## src/rtl/core/pngse_pkg.sv

```systemverilog
// Package: types, constants and checksum helpers for the PNG stream encoder.
`timescale 1ns / 1ps
package pngse_pkg;

  localparam int DefMaxWidth  = 4096;
  localparam int DefMaxHeight = 4096;
  localparam int CfgWidth     = 13;
  localparam logic [31:0] CrcPoly  = 32'hedb88320;
  localparam logic [16:0] AdlerMod = 17'd65521;
  localparam logic [2:0] AddrWidth  = 3'd0;
  localparam logic [2:0] AddrHeight = 3'd4;

  typedef struct packed {
    logic        operation;
    logic [15:0] pixel;
  } pngse_in_t;

  typedef struct packed {
    logic [7:0] out_byte;
    logic       run_last;
    logic       file_last;
  } pngse_out_t;

  typedef struct packed {
    logic init;
    logic hdr_en;
    logic idat_en;
    logic adler_en;
  } pngse_sum_ctrl_t;

  typedef enum logic [4:0] {
    ST_IDLE = 5'b00001,
    ST_HEAD = 5'b00010,
    ST_ROWH = 5'b00100,
    ST_PIX  = 5'b01000,
    ST_TAIL = 5'b10000
  } pngse_state_t;

  function automatic logic [31:0] crc_byte(input logic [31:0] crc, input logic [7:0] b);
    logic [31:0] c;
    c = crc ^ {24'd0, b};
    for (int i = 0; i < 8; i++) begin
      c = c[0] ? ((c >> 1) ^ CrcPoly) : (c >> 1);
    end
    return c;
  endfunction

  function automatic logic [7:0] head_const(input logic [5:0] idx);
    logic [7:0] v;
    case (idx)
      6'd0: v = 8'd137;  6'd1: v = 8'd80;  6'd2: v = 8'd78;  6'd3: v = 8'd71;
      6'd4: v = 8'd13;   6'd5: v = 8'd10;  6'd6: v = 8'd26;  6'd7: v = 8'd10;
      6'd11: v = 8'd13;
      6'd12: v = 8'h49;  6'd13: v = 8'h48; 6'd14: v = 8'h44; 6'd15: v = 8'h52;
      6'd24: v = 8'd8;   6'd25: v = 8'd2;
      6'd37: v = 8'h49;  6'd38: v = 8'h44; 6'd39: v = 8'h41; 6'd40: v = 8'h54;
      6'd41: v = 8'h78;  6'd42: v = 8'h01;
      default: v = 8'd0;
    endcase
    return v;
  endfunction

endpackage

```

## src/rtl/core/pngse_regs.sv

```systemverilog
// APB register file for image geometry.
`timescale 1ns / 1ps
module pngse_regs
  import pngse_pkg::*;
(
  input  logic                clk,
  input  logic                rst,
  input  logic                psel,
  input  logic                penable,
  input  logic                pwrite,
  input  logic [2:0]          paddr,
  input  logic [31:0]         pwdata,
  output logic [31:0]         prdata,
  output logic                pready,
  output logic [CfgWidth-1:0] image_width,
  output logic [CfgWidth-1:0] image_height
);

  logic wr;
  assign wr     = psel && penable && pwrite;
  assign pready = 1'b1;

  always_ff @(posedge clk) begin
    if (rst) begin
      image_width  <= CfgWidth'(1);
      image_height <= CfgWidth'(1);
    end else if (wr) begin
      if (paddr == AddrWidth) image_width <= pwdata[CfgWidth-1:0];
      if (paddr == AddrHeight) image_height <= pwdata[CfgWidth-1:0];
    end
  end

  always_comb begin
    case (paddr)
      AddrWidth:  prdata = {{(32-CfgWidth){1'b0}}, image_width};
      AddrHeight: prdata = {{(32-CfgWidth){1'b0}}, image_height};
      default:    prdata = 32'd0;
    endcase
  end

endmodule

```

## src/rtl/core/pngse_sum.sv

```systemverilog
// Shared checksum unit: header CRC, IDAT CRC and Adler-32, one byte per cycle while enabled.
`timescale 1ns / 1ps
module pngse_sum
  import pngse_pkg::*;
(
  input  logic            clk,
  input  pngse_sum_ctrl_t ctrl,
  input  logic [7:0]      data,
  output logic [31:0]     hdr_crc,
  output logic [31:0]     body_crc,
  output logic [31:0]     adler
);

  logic [31:0] crc_in, crc_out;
  logic [15:0] adler_low, adler_high;
  logic [16:0] low_sum, high_sum;
  logic [15:0] low_next;

  // one CRC stepper serves both chunk accumulators
  assign crc_in  = ctrl.hdr_en ? hdr_crc : body_crc;
  assign crc_out = crc_byte(crc_in, data);

  always_comb begin
    low_sum  = {1'b0, adler_low} + {9'd0, data};
    low_next = (low_sum >= AdlerMod) ? 16'(low_sum - AdlerMod) : low_sum[15:0];
    high_sum = {1'b0, adler_high} + {1'b0, low_next};
  end

  assign adler = {adler_high, adler_low};

  always_ff @(posedge clk) begin
    if (ctrl.init) begin
      hdr_crc    <= 32'hffffffff;
      body_crc   <= 32'hffffffff;
      adler_low  <= 16'd1;
      adler_high <= 16'd0;
    end else begin
      if (ctrl.hdr_en) hdr_crc <= crc_out;
      if (ctrl.idat_en) body_crc <= crc_out;
      if (ctrl.adler_en) begin
        adler_low  <= low_next;
        adler_high <= (high_sum >= AdlerMod) ? 16'(high_sum - AdlerMod) : high_sum[15:0];
      end
    end
  end

endmodule

```

## src/rtl/core/png_stored_rgb_stream_encoder.sv

```systemverilog
// Top level: byte sequencer turning RGB565 pixels into a stored-zlib PNG stream.
//
//  channel  | signals                         | moves
//  in       | in_valid, in_ready, in_data     | start or pixel transaction
//  out      | out_valid, out_ready, out_data  | one file byte per transaction
//  cfg      | psel..pready (APB)              | image_width @0, image_height @4
//
// One byte leaves per cycle through the output register after the accepting
// cycle: a start emits 43 bytes, a pixel 3 (9 on a row's first pixel), the
// last pixel 20 more. The byte sequencer and its one CRC/Adler stepper set
// that rate. in_ready is high only while no burst is running; a stalled
// output holds the sequencer. Reset (rst, synchronous) returns to idle with
// no frame open.
`timescale 1ns / 1ps
module png_stored_rgb_stream_encoder
  import pngse_pkg::*;
#(
  parameter int MAX_WIDTH  = DefMaxWidth,
  parameter int MAX_HEIGHT = DefMaxHeight
) (
  input  logic        clk,
  input  logic        rst,
  input  logic        in_valid,
  output logic        in_ready,
  input  pngse_in_t   in_data,
  output logic        out_valid,
  input  logic        out_ready,
  output pngse_out_t  out_data,
  input  logic        psel,
  input  logic        penable,
  input  logic        pwrite,
  input  logic [2:0]  paddr,
  input  logic [31:0] pwdata,
  output logic [31:0] prdata,
  output logic        pready
);

  localparam int WW = $clog2(MAX_WIDTH + 1);
  localparam int HW = $clog2(MAX_HEIGHT + 1);

  logic [CfgWidth-1:0] image_width, image_height;
  pngse_state_t state;
  logic [5:0]   cnt;
  logic         frame_active;
  logic [WW-1:0] fw, col;
  logic [HW-1:0] fh, row;
  logic [15:0]  pix;
  logic [31:0]  idat_len;
  logic [31:0]  hdr_crc, body_crc, adler;
  logic [31:0]  fw32, fh32, hcrc_x, icrc_x, rowb;
  logic [15:0]  len, nlen;
  logic         accept, advance, last_row;
  logic [7:0]   byte_val;
  logic         rl, fl;
  pngse_sum_ctrl_t sum_ctrl;
  logic [WW-1:0] col_inc;
  logic [HW-1:0] row_inc;

  pngse_regs u_regs (
    .clk, .rst, .psel, .penable, .pwrite, .paddr, .pwdata, .prdata, .pready,
    .image_width, .image_height
  );

  pngse_sum u_sum (
    .clk, .ctrl(sum_ctrl), .data(byte_val), .hdr_crc, .body_crc, .adler
  );

  assign in_ready = (state == ST_IDLE);
  assign accept   = in_valid && in_ready;
  assign advance  = !out_valid || out_ready;
  assign fw32     = 32'(fw);
  assign fh32     = 32'(fh);
  assign hcrc_x   = ~hdr_crc;
  assign icrc_x   = ~body_crc;
  assign rowb     = (fw32 << 1) + fw32 + 32'd6;
  assign len      = 16'((fw32 << 1) + fw32 + 32'd1);
  assign nlen     = ~len;
  assign col_inc  = col + WW'(1);
  assign row_inc  = row + HW'(1);
  assign last_row = (row_inc == fh);

  always_ff @(posedge clk) begin
    idat_len <= 32'd6 + 32'(fh32 * rowb);
  end

  // byte value and flags for the current sequencer step
  always_comb begin
    byte_val = 8'd0;
    rl = 1'b0;
    fl = 1'b0;
    sum_ctrl = '0;
    sum_ctrl.init = accept && !in_data.operation;
    case (state)
      ST_HEAD: begin
        case (cnt)
          6'd16: byte_val = fw32[31:24];
          6'd17: byte_val = fw32[23:16];
          6'd18: byte_val = fw32[15:8];
          6'd19: byte_val = fw32[7:0];
          6'd20: byte_val = fh32[31:24];
          6'd21: byte_val = fh32[23:16];
          6'd22: byte_val = fh32[15:8];
          6'd23: byte_val = fh32[7:0];
          6'd29: byte_val = hcrc_x[31:24];
          6'd30: byte_val = hcrc_x[23:16];
          6'd31: byte_val = hcrc_x[15:8];
          6'd32: byte_val = hcrc_x[7:0];
          6'd33: byte_val = idat_len[31:24];
          6'd34: byte_val = idat_len[23:16];
          6'd35: byte_val = idat_len[15:8];
          6'd36: byte_val = idat_len[7:0];
          default: byte_val = head_const(cnt);
        endcase
        sum_ctrl.hdr_en  = advance && cnt >= 6'd12 && cnt <= 6'd28;
        sum_ctrl.idat_en = advance && cnt >= 6'd37;
        rl = (cnt == 6'd42);
      end
      ST_ROWH: begin
        case (cnt)
          6'd0: byte_val = {7'd0, last_row};
          6'd1: byte_val = len[7:0];
          6'd2: byte_val = len[15:8];
          6'd3: byte_val = nlen[7:0];
          6'd4: byte_val = nlen[15:8];
          default: byte_val = 8'd0;
        endcase
        sum_ctrl.idat_en  = advance;
        sum_ctrl.adler_en = advance && cnt == 6'd5;
      end
      ST_PIX: begin
        case (cnt)
          6'd0: byte_val = {pix[15:11], pix[15:13]};
          6'd1: byte_val = {pix[10:5], pix[10:9]};
          default: byte_val = {pix[4:0], pix[4:2]};
        endcase
        sum_ctrl.idat_en  = advance;
        sum_ctrl.adler_en = advance;
        rl = (cnt == 6'd2) && !(col_inc == fw && last_row);
      end
      ST_TAIL: begin
        case (cnt)
          6'd0: byte_val = adler[31:24];
          6'd1: byte_val = adler[23:16];
          6'd2: byte_val = adler[15:8];
          6'd3: byte_val = adler[7:0];
          6'd4: byte_val = icrc_x[31:24];
          6'd5: byte_val = icrc_x[23:16];
          6'd6: byte_val = icrc_x[15:8];
          6'd7: byte_val = icrc_x[7:0];
          6'd12: byte_val = 8'h49;
          6'd13: byte_val = 8'h45;
          6'd14: byte_val = 8'h4e;
          6'd15: byte_val = 8'h44;
          6'd16: byte_val = 8'hae;
          6'd17: byte_val = 8'h42;
          6'd18: byte_val = 8'h60;
          6'd19: byte_val = 8'h82;
          default: byte_val = 8'd0;
        endcase
        sum_ctrl.idat_en = advance && cnt <= 6'd3;
        rl = (cnt == 6'd19);
        fl = (cnt == 6'd19);
      end
      default: ;
    endcase
  end

  always_ff @(posedge clk) begin
    if (rst) begin
      state        <= ST_IDLE;
      cnt          <= 6'd0;
      frame_active <= 1'b0;
      out_valid    <= 1'b0;
      fw           <= WW'(1);
      fh           <= HW'(1);
      col          <= '0;
      row          <= '0;
    end else begin
      if (out_valid && out_ready) out_valid <= 1'b0;
      if (accept) begin
        cnt <= 6'd0;
        pix <= in_data.pixel;
        if (!in_data.operation) begin
          // latch clamped geometry for the whole file
          if (image_width == '0) fw <= WW'(1);
          else if (32'(image_width) > MAX_WIDTH) fw <= WW'(MAX_WIDTH);
          else fw <= WW'(image_width);
          if (image_height == '0) fh <= HW'(1);
          else if (32'(image_height) > MAX_HEIGHT) fh <= HW'(MAX_HEIGHT);
          else fh <= HW'(image_height);
          col          <= '0;
          row          <= '0;
          frame_active <= 1'b1;
          state        <= ST_HEAD;
        end else if (frame_active) begin
          state <= (col == '0) ? ST_ROWH : ST_PIX;
        end
      end else if (state != ST_IDLE && advance) begin
        out_valid          <= 1'b1;
        out_data.out_byte  <= byte_val;
        out_data.run_last  <= rl;
        out_data.file_last <= fl;
        cnt <= cnt + 6'd1;
        case (state)
          ST_HEAD: if (cnt == 6'd42) state <= ST_IDLE;
          ST_ROWH: if (cnt == 6'd5) begin
            cnt   <= 6'd0;
            state <= ST_PIX;
          end
          ST_PIX: if (cnt == 6'd2) begin
            cnt   <= 6'd0;
            state <= ST_IDLE;
            if (col_inc == fw) begin
              col <= '0;
              row <= row_inc;
              if (last_row) state <= ST_TAIL;
            end else begin
              col <= col_inc;
            end
          end
          ST_TAIL: if (cnt == 6'd19) begin
            state        <= ST_IDLE;
            frame_active <= 1'b0;
          end
          default: state <= ST_IDLE;
        endcase
      end
    end
  end

  a_file_last_ends_run: assert property (@(posedge clk) disable iff (rst)
    out_valid && out_data.file_last |-> out_data.run_last)
    else $error("file_last without run_last");

  a_busy_not_ready: assert property (@(posedge clk) disable iff (rst)
    state != ST_IDLE |-> !in_ready)
    else $error("input ready during a burst");

  a_tail_in_frame: assert property (@(posedge clk) disable iff (rst)
    state == ST_TAIL |-> frame_active)
    else $error("trailer outside a frame");

  a_file_end_closes: assert property (@(posedge clk) disable iff (rst)
    state == ST_TAIL && cnt == 6'd19 && advance |=> !frame_active)
    else $error("frame still open after trailer");

endmodule

```

## config.mk

```make
export PLATFORM = sky130hd
export DESIGN_NAME = png_stored_rgb_stream_encoder
export DESIGN_NICKNAME = d
export VERILOG_FILES = /design/src/rtl/core/pngse_pkg.sv /design/src/rtl/core/pngse_regs.sv /design/src/rtl/core/pngse_sum.sv /design/src/rtl/core/png_stored_rgb_stream_encoder.sv
export SDC_FILE = /design/constraint.sdc
export NUM_CORES = 1
export LEC_CHECK = 0
export BUFFER_PORTS_ARGS = -buffer_cell sky130_fd_sc_hd__buf_4
export CORE_ASPECT_RATIO = 0.6
export CORE_MARGIN = 3
export CORE_UTILIZATION = 55
export DETAILED_ROUTE_END_ITERATION = 8
export GPL_ROUTABILITY_DRIVEN = 0
export PLACE_DENSITY = 0.72
export SKIP_LAST_GASP = 1
export SYNTH_ARGS = -nofsm -noshare
export SYNTH_HDL_FRONTEND = slang
export SYNTH_HIERARCHICAL = 1
export SYNTH_SLANG_ARGS = --single-unit
```

## constraint.sdc

```tcl
create_clock -name clk -period 9.9 [get_ports clk]
set_input_delay 0.99 -clock clk [delete_from_list [all_inputs] [get_ports clk]]
set_output_delay 0.99 -clock clk [all_outputs]
set_load 0.01 [all_outputs]
```

==> metrics.md, run 1 <==
| Metric | Value |
|---|---|
| GRT Total Usage | `31.7%` |
| Syn_area_per_cell | `8.37 um^2` |
| Pwr dens | `166 nW/um^2` |
| Clock Power Share | `23.9%` |
| DRC | `0` |
| Post-synth EDFFs | `26` |
| Sequential Power Share | `30.6%` |
| CP Launch Type | `register` |
| FILL cells | `3,677` |
| Synthesized instance count | `2,942` |
| CTS clk-pin slew, worst paths | `0.08 ns` |
| CP Data Arrival Time | `9.97 ns` |
| Final min period | `9.51 ns` |
| YS warnings | `6` |
| Pins over their slew limit | `0` |
| Tightest Pin Transition | `1.34 ns` |
| HP Start | `frame_active$_SDFFE_PP0P_` |
| Die width | `279 um` |
| # port buffers | `64` |
| Pin count of the biggest net entering global routing | `94` |
| Cell mode on critical path | `ha_1` |
| Final Hold Fails | `0` |
| Final period utilization | `96.0%` |
| Reg2reg path depth | `33` |
| Worst endpoint required time | `10.36 ns` |
| Critical Path Fanout Max | `7` |
| Hold Crit Class | `register to register` |
| Asr flop ratio synth | `0%` |
| Placed Cells | `3,496` |
| Latest clock arrival within the worst-skew pair | `0.58 ns` |
| Psw | `0.00191 W` |
| Setup WS post-layout | `0.392 ns` |
| Hold Crit Endpoint | `frame_active$_SDFFE_PP0P_` |
| Die Y | `170 um` |
| Final Net Count | `3,304` |
| R2r startpoint | `fw[1]$_SDFFE_PP0P_` |
| ANT nets after route | `0` |
| Final setup violation count | `0` |
| Logic pwr share | `45.5%` |
| First-pass GRT wire length | `119,000 um` |
| Critical Path Max Stage Delay | `0.46 ns` |
| WL per Instance | `21.7 um` |
| Commonest non-fill, non-tap cell in the layout | `nand2_1` |
| HPWL Detailed | `59,500 um` |
| Outcome | `complete, no violations` |
| TritonCTS clock tree | `built` |
| CTS Buffer Depth | `3` |
| R2r endpoint | `u_sum/adler_high[0]$_SDFFE_PP0P_` |
| Die ar. | `47,400 um^2` |
| RSZ-0062 raised after global routing | `no` |
| Post-layout util | `61.0%` |
| DR vias | `22.4k` |
| Pint | `0.00253 W` |
| Fmax | `105 MHz` |
| Drt total wl | `77,100 um` |
| MaxCap Viol Count | `0` |
| Clk_skew | `0.0389 ns` |
| Distinct cells, synth | `114` |
| Tot Pwr | `0.00444 W` |
| Commonest cells after routing, fill and taps aside | `nand2_1, inv_1, dfxtp_1, nor2_1, a21oi_1` |
| Peak VDD IR | `0.134 mV` |
| Slew headroom | `10.5%` |
| Mapped cell area | `24,600 um^2` |
| Vias in the first global route | `21.1k` |
| Layout area overhead | `8.48%` |
| Switch share | `43.1%` |
| Initial DRC Count | `3,071` |
| H-tree levels | `1` |
| WHS Path Cells | `2` |
| Core Area | `43,800 um^2` |
| Flop2flop setup slack | `0.39 ns` |
| Via/cell ratio | `6.31` |
| Initial antenna violation count | `3` |
| Drt pass-1 iters | `6` |
| Clk sinks | `252` |
| P_leak | `11.4 nW` |
| Worst path slowest cell | `or3_1` |
| Post-Route Setup TNS | `0 ns` |
| CP Class | `register to register` |
| Grt ovf | `0` |
| #FFs+latches synth | `252` |
| Row count | `59` |
| Synth Flop Type | `dfxtp_1` |
| Ports | `104` |
| Share of layout cells above drive strength 1 | `9.78%` |
| CP delay by family, top | `compound AO/OA/AOI/OAI gates` |
| Num CTS Buffers | `26` |
| Clk root buf | `clkbuf_16` |
| Register area share after synthesis | `21.5%` |
| Place WS | `0.180 ns` |
| Critical path capture point type | `register` |
| Buf/Inv on CP | `2` |
| Initial core utilization | `56.3%` |
| Fin cells | `3,546` |
-- worst register-to-register path: cells and delay by family, from the launching register on --
kind                       cells  cell delay, ns
and+or+nand+nor                9            2.85
muxes                          2            0.51
DFF                            1            0.43
AOI/OAI and AO/OA             13            3.27
adders and majority gates      5            1.77
buffers and inverters          2            0.15
xor gates and xnor gates       2            0.46
-- power groups by stage --
stage	combinational, W	sequential, W	clock, W
finish	0.00202	0.00136	0.00106
global route	0.00217	0.00136	0.00110
CTS	0.00193	0.00134	0.00106
detailed placement	0.00192	0.00136	0
global placement	0.00186	0.00136	0
floorplan	0.00144	0.00127	0
-- synth_stat cells, types with 69 or more instances --
master	count	area share, %
nor2b_1	70	1.8
a21oi_1	167	3.4
fa_1	159	13
and2_1	130	3.3
nand2b_1	74	1.9
clkbuf_1	133	2.0
xnor2_1	127	4.5
dfxtp_1	226	18
xor2_1	74	2.6
nor2_1	216	3.3
mux2i_1	83	3.4
nand2_1	244	3.7
nand3_1	69	1.4
inv_1	239	3.6
o21ai_0	90	1.8
ha_1	139	7.1
-- layout make-up --
type                            instances  area, um^2  share of cell area (%)
Timing Repair Buffer                  139        1040                    3.91
Clock buffer                           32         744                    2.79
Clock inverter                         15         151                   0.567
Tap cell                              579         724                    2.71
Multi-Input combinational cell       2287       17800                    66.8
Antenna cell                            1        2.50                 0.00937
Inverter                              241         905                    3.39
Sequential cell                       252        5310                    19.9
-- cell families after synthesis --
kind of cell,after synthesis,synth area share (%)
other,2,0.0305
and+or+nand+nor,1043,22.4
muxes,88,3.60
buffers and inverters,421,6.99
adders and majority gates,298,20.0
DFF,252,21.5
AOI/OAI and AO/OA,626,17.5
xor gates and xnor gates,212,7.96
-- metrics by stage --
step	hold slack (ns)	cell area, um^2
after global routing	0.538	26700
after detailed placement	0.479	25700
final	0.512	26700
after global placement	0.471	25700
after CTS	0.489	26600
after floorplan	0.441	24700
-- how the worst max path moves through the flow --
stage                        from                                 to  slack, ns  cells after the start
6_report       fw[1]$_SDFFE_PP0P_   u_sum/adler_high[0]$_SDFFE_PP0P_       0.39                     33
5_1_grt        fw[1]$_SDFFE_PP0P_   u_sum/adler_high[4]$_SDFFE_PP0P_      0.007                     34
4_1_cts        fw[1]$_SDFFE_PP0P_  u_sum/adler_high[14]$_SDFFE_PP0P_       0.12                     33
3_5_place_dp   fw[1]$_SDFFE_PP0P_  u_sum/adler_high[14]$_SDFFE_PP0P_       0.18                     33
3_3_place_gp   fw[1]$_SDFFE_PP0P_  u_sum/adler_high[14]$_SDFFE_PP0P_       0.43                     33
2_1_floorplan  fw[1]$_SDFFE_PP0P_   u_sum/adler_high[7]$_SDFFE_PP0P_       1.32                     33
-- sequential cells by signal, summed over array words and instances (netlist names), 16 cells and up, named ones only --
name / cells
u_sum/hdr_crc: 32
u_sum/body_crc: 32
idat_len: 31
pix: 16
u_sum/adler_low: 16
u_sum/adler_high: 16
-- per-layer routing --
metal  track usage [%]  routed length, um  vias up
met5                 0                 58        -
met4              8.16               2160        8
met3              10.6              10500      157
met2              44.4              30700     1301
met1              46.4              33600    10799
li1                  -                  -    10093
-- repair_timing --
| action | CTS | global route |
|---|---|---|
| setup buffers | 0 | 2 |
| gates resized for setup | 0 | 25 |
| hold buffers | 0 | 0 |
| endpoints found under the setup margin | 0 | 16 |
No activity file was read; power rests on OpenSTA's default activity.
==> inputs of run 2 (changes only) <==
--- a/config.mk
+++ b/config.mk
@@ -6,7 +6,7 @@
 export NUM_CORES = 1
 export LEC_CHECK = 0
 export BUFFER_PORTS_ARGS = -buffer_cell sky130_fd_sc_hd__buf_4
-export CORE_ASPECT_RATIO = 0.6
+export CORE_ASPECT_RATIO = 0.9
 export CORE_MARGIN = 3
 export CORE_UTILIZATION = 55
 export DETAILED_ROUTE_END_ITERATION = 8
==> constraint.sdc (replaced) <==
create_clock -name clk -period 12.2 [get_ports clk]
set_input_delay 1.22 -clock clk [delete_from_list [all_inputs] [get_ports clk]]
set_output_delay 1.22 -clock clk [all_outputs]
set_load 0.01 [all_outputs]
==> run 2 against run 1 <==
Die area shrank 0.17%; via count shrank 3.0%; global-route usage shrank 2.3 points; cell count shrank 0.71%; sequential power shrank 21%; power shrank 21%; first-iteration DRC count shrank 18%; critical path type unchanged; largest cell class unchanged; largest power group unchanged.
==> metrics.md, run 2 (synthesis results as in run 1) <==
| Metric | Value |
|---|---|
| Final Hold Fails | `0 (unchanged)` |
| Reg2reg path depth | `31 (-6.1%)` |
| Pins over their slew limit | `0 (unchanged)` |
| Final period utilization | `90.0% (-6.0 points)` |
| Final setup violation count | `0 (unchanged)` |
| Crit path from | `cnt[0]$_SDFFE_PP0P_` |
| # port buffers | `64 (unchanged)` |
| CTS Buffer Depth | `3 (unchanged)` |
| Slew headroom | `12.7% (+2.2 points)` |
| Hold_ws | `0.502 ns (-0.0101 ns)` |
| Drt pass-1 iters | `7 (+1)` |
| Critical path capture point type | `register` |
| Biggest regs | `u_sum/body_crc x32, u_sum/hdr_crc x32, idat_len x31` |
| Post-CTS sizing | `0 (unchanged)` |
| WL per Instance | `20.3 um (-6.4%)` |
| Share of layout cells above drive strength 1 | `8.26% (-1.5 points)` |
| Psw | `0.00148 W (-23%)` |
| WHS Path Cells | `2 (unchanged)` |
| Fin cells | `3,521 (-0.71%)` |
| CTS clk-pin slew, worst paths | `0.07 ns (about the same)` |
| CP Launch Type | `register` |
| DRC | `0 (unchanged)` |
| Critical Path Fanout Max | `15 (+8)` |
| R2r endpoint | `u_sum/adler_high[0]$_SDFFE_PP0P_` |
| Core Area | `43,600 um^2 (-0.40%)` |
| GRT Total Usage | `29.4% (-2.3 points)` |
| Row count | `72 (+22%)` |
| HP Start | `frame_active$_SDFFE_PP0P_` |
| Logic pwr share | `44.2% (-1.3 points)` |
| Commonest cells after routing, fill and taps aside | `nand2_1, inv_1, dfxtp_1, nor2_1, a21oi_1` |
| Num CTS Buffers | `28 (+7.7%)` |
| CP Class | `register to register` |
| P_leak | `11.2 nW (-1.9%)` |
| Sequential Power Share | `30.8% (+0.2 points)` |
| Latest clock arrival within the worst-skew pair | `0.59 ns (about the same)` |
| Drt total wl | `71,600 um (-7.1%)` |
| Initial core utilization | `56.5% (+0.22 points)` |
| Layout area overhead | `7.00%` |
| RSZ-0062 raised after global routing | `no` |
| Die width | `229 um (-18%)` |
| Final min period | `10.99 ns (+1.48 ns)` |
| Post-CTS Setup Bufs | `0 (unchanged)` |
| Post-layout util | `60.4% (-0.59 points)` |
| MaxCap Viol Count | `0 (unchanged)` |
| Worst endpoint required time | `12.67 ns (+2.31 ns)` |
| Pwr dens | `133 nW/um^2 (-20%)` |
| Grt ovf | `0 (unchanged)` |
| Tightest Pin Transition | `1.31 ns (-0.0324 ns)` |
| TritonCTS clock tree | `built` |
| Hold-fix buffers at CTS | `0 (unchanged)` |
| Vias in the first global route | `20.9k (-0.98%)` |
| Pint | `0.00204 W (-19%)` |
| Die ar. | `47,400 um^2 (-0.17%)` |
| Via/cell ratio | `6.16 (-2.3%)` |
| Placed Cells | `3,469 (-0.77%)` |
| Pin count of the biggest net entering global routing | `95 (+1.1%)` |
| DR vias | `21.7k (-3.0%)` |
| # diodes | `0 (-1)` |
| Flop2flop setup slack | `1.21 ns (+0.82 ns)` |
| Clk sinks | `252 (unchanged)` |
| Switch share | `42.0% (-1.1 points)` |
| H-tree levels | `1 (unchanged)` |
| HPWL Detailed | `53,800 um (-9.5%)` |
| Hold Crit Endpoint | `frame_active$_SDFFE_PP0P_` |
| First-pass GRT wire length | `113,000 um (-5.5%)` |
| Ports | `104 (unchanged)` |
| Critical Path Max Stage Delay | `0.69 ns (+0.23 ns)` |
| Initial antenna violation count | `3 (unchanged)` |
| CP Data Arrival Time | `11.45 ns (+1.48 ns)` |
| R2r startpoint | `cnt[0]$_SDFFE_PP0P_` |
| Hold Crit Class | `register to register` |
| Worst path slowest cell | `nor2_1` |
| Final Net Count | `3,264 (-1.2%)` |
| Post-Route Setup TNS | `0 ns (unchanged)` |
| Clock Power Share | `25.0% (+1.1 points)` |
| Outcome | `complete, no violations` |
| Commonest non-fill, non-tap cell in the layout | `nand2_1` |
| FILL cells | `3,933 (+7.0%)` |
| Peak VDD IR | `0.109 mV (-19%)` |
| Fmax | `91.0 MHz (-13%)` |
| ANT nets after route | `0 (unchanged)` |
| Clk_skew | `0.0419 ns (+0.00304 ns)` |
| Die Y | `207 um (+22%)` |
| Cell mode on critical path | `ha_1` |
| Tot Pwr | `0.00352 W (-21%)` |
| Clk root buf | `clkbuf_16` |
| Initial DRC Count | `2,511 (-18%)` |
## run 2: per-stage QoR
step / setup WS [ns] / instance area [um^2]
after CTS: 1.43 / 26300
after detailed placement: 1.48 / 25400
after floorplan: 3.62 / 24700
final: 1.21 / 26300
after global routing: 0.616 / 26300
after global placement: 1.82 / 25400
## run 2: worst max path at each step
stage | to | slack, ns
after floorplan | u_sum/adler_high[7]$_SDFFE_PP0P_ | 3.62
after global placement | u_sum/adler_high[0]$_SDFFE_PP0P_ | 1.82
after detailed placement | u_sum/adler_high[0]$_SDFFE_PP0P_ | 1.48
after CTS | u_sum/adler_high[0]$_SDFFE_PP0P_ | 1.43
after global routing | u_sum/adler_high[7]$_SDFFE_PP0P_ | 0.62
final | u_sum/adler_high[0]$_SDFFE_PP0P_ | 1.21
## run 2: layer usage
| metal | GRT usage [%] | up-vias | wire (um) |
|---|---|---|---|
| li1 | - | 10021 | - |
| met3 | 6.63 | 208 | 6830 |
| met4 | 12.3 | 2 | 3200 |
| met2 | 45.3 | 945 | 31100 |
| met1 | 40.2 | 10518 | 30400 |
| met5 | 0 | - | 13 |
## run 2: worst max-delay path, delay by kind of cell, from the launching register on
| family | cells | cell delay (ns) |
|---|---|---|
| AOI/OAI and AO/OA | 13 | 4.23 |
| and+or+nand+nor | 10 | 3.63 |
| adders and majority gates | 5 | 1.89 |
| xor gates and xnor gates | 1 | 0.33 |
| DFF | 1 | 0.53 |
| buffers and inverters | 2 | 0.21 |
## run 2: power by group through the flow
| stage | clock [W] | sequential (W) | combinational [W] |
|---|---|---|---|
| 2_1_floorplan | 0 | 0.00103 | 0.00117 |
| 3_3_place_gp | 0 | 0.00109 | 0.00147 |
| 3_5_place_dp | 0 | 0.00109 | 0.00151 |
| 4_1_cts | 0.000891 | 0.00107 | 0.00153 |
| 5_1_grt | 0.000921 | 0.00109 | 0.00168 |
| 6_report | 0.000881 | 0.00108 | 0.00155 |
## run 2: layout make-up
type / count / area (um^2) / share of cell area, %
Multi-Input combinational cell: 2287 / 17700 / 67.3
Sequential cell: 252 / 5310 / 20.1
Inverter: 241 / 905 / 3.43
Clock buffer: 34 / 785 / 2.98
Tap cell: 592 / 741 / 2.81
Timing Repair Buffer: 97 / 728 / 2.76
Clock inverter: 18 / 164 / 0.622
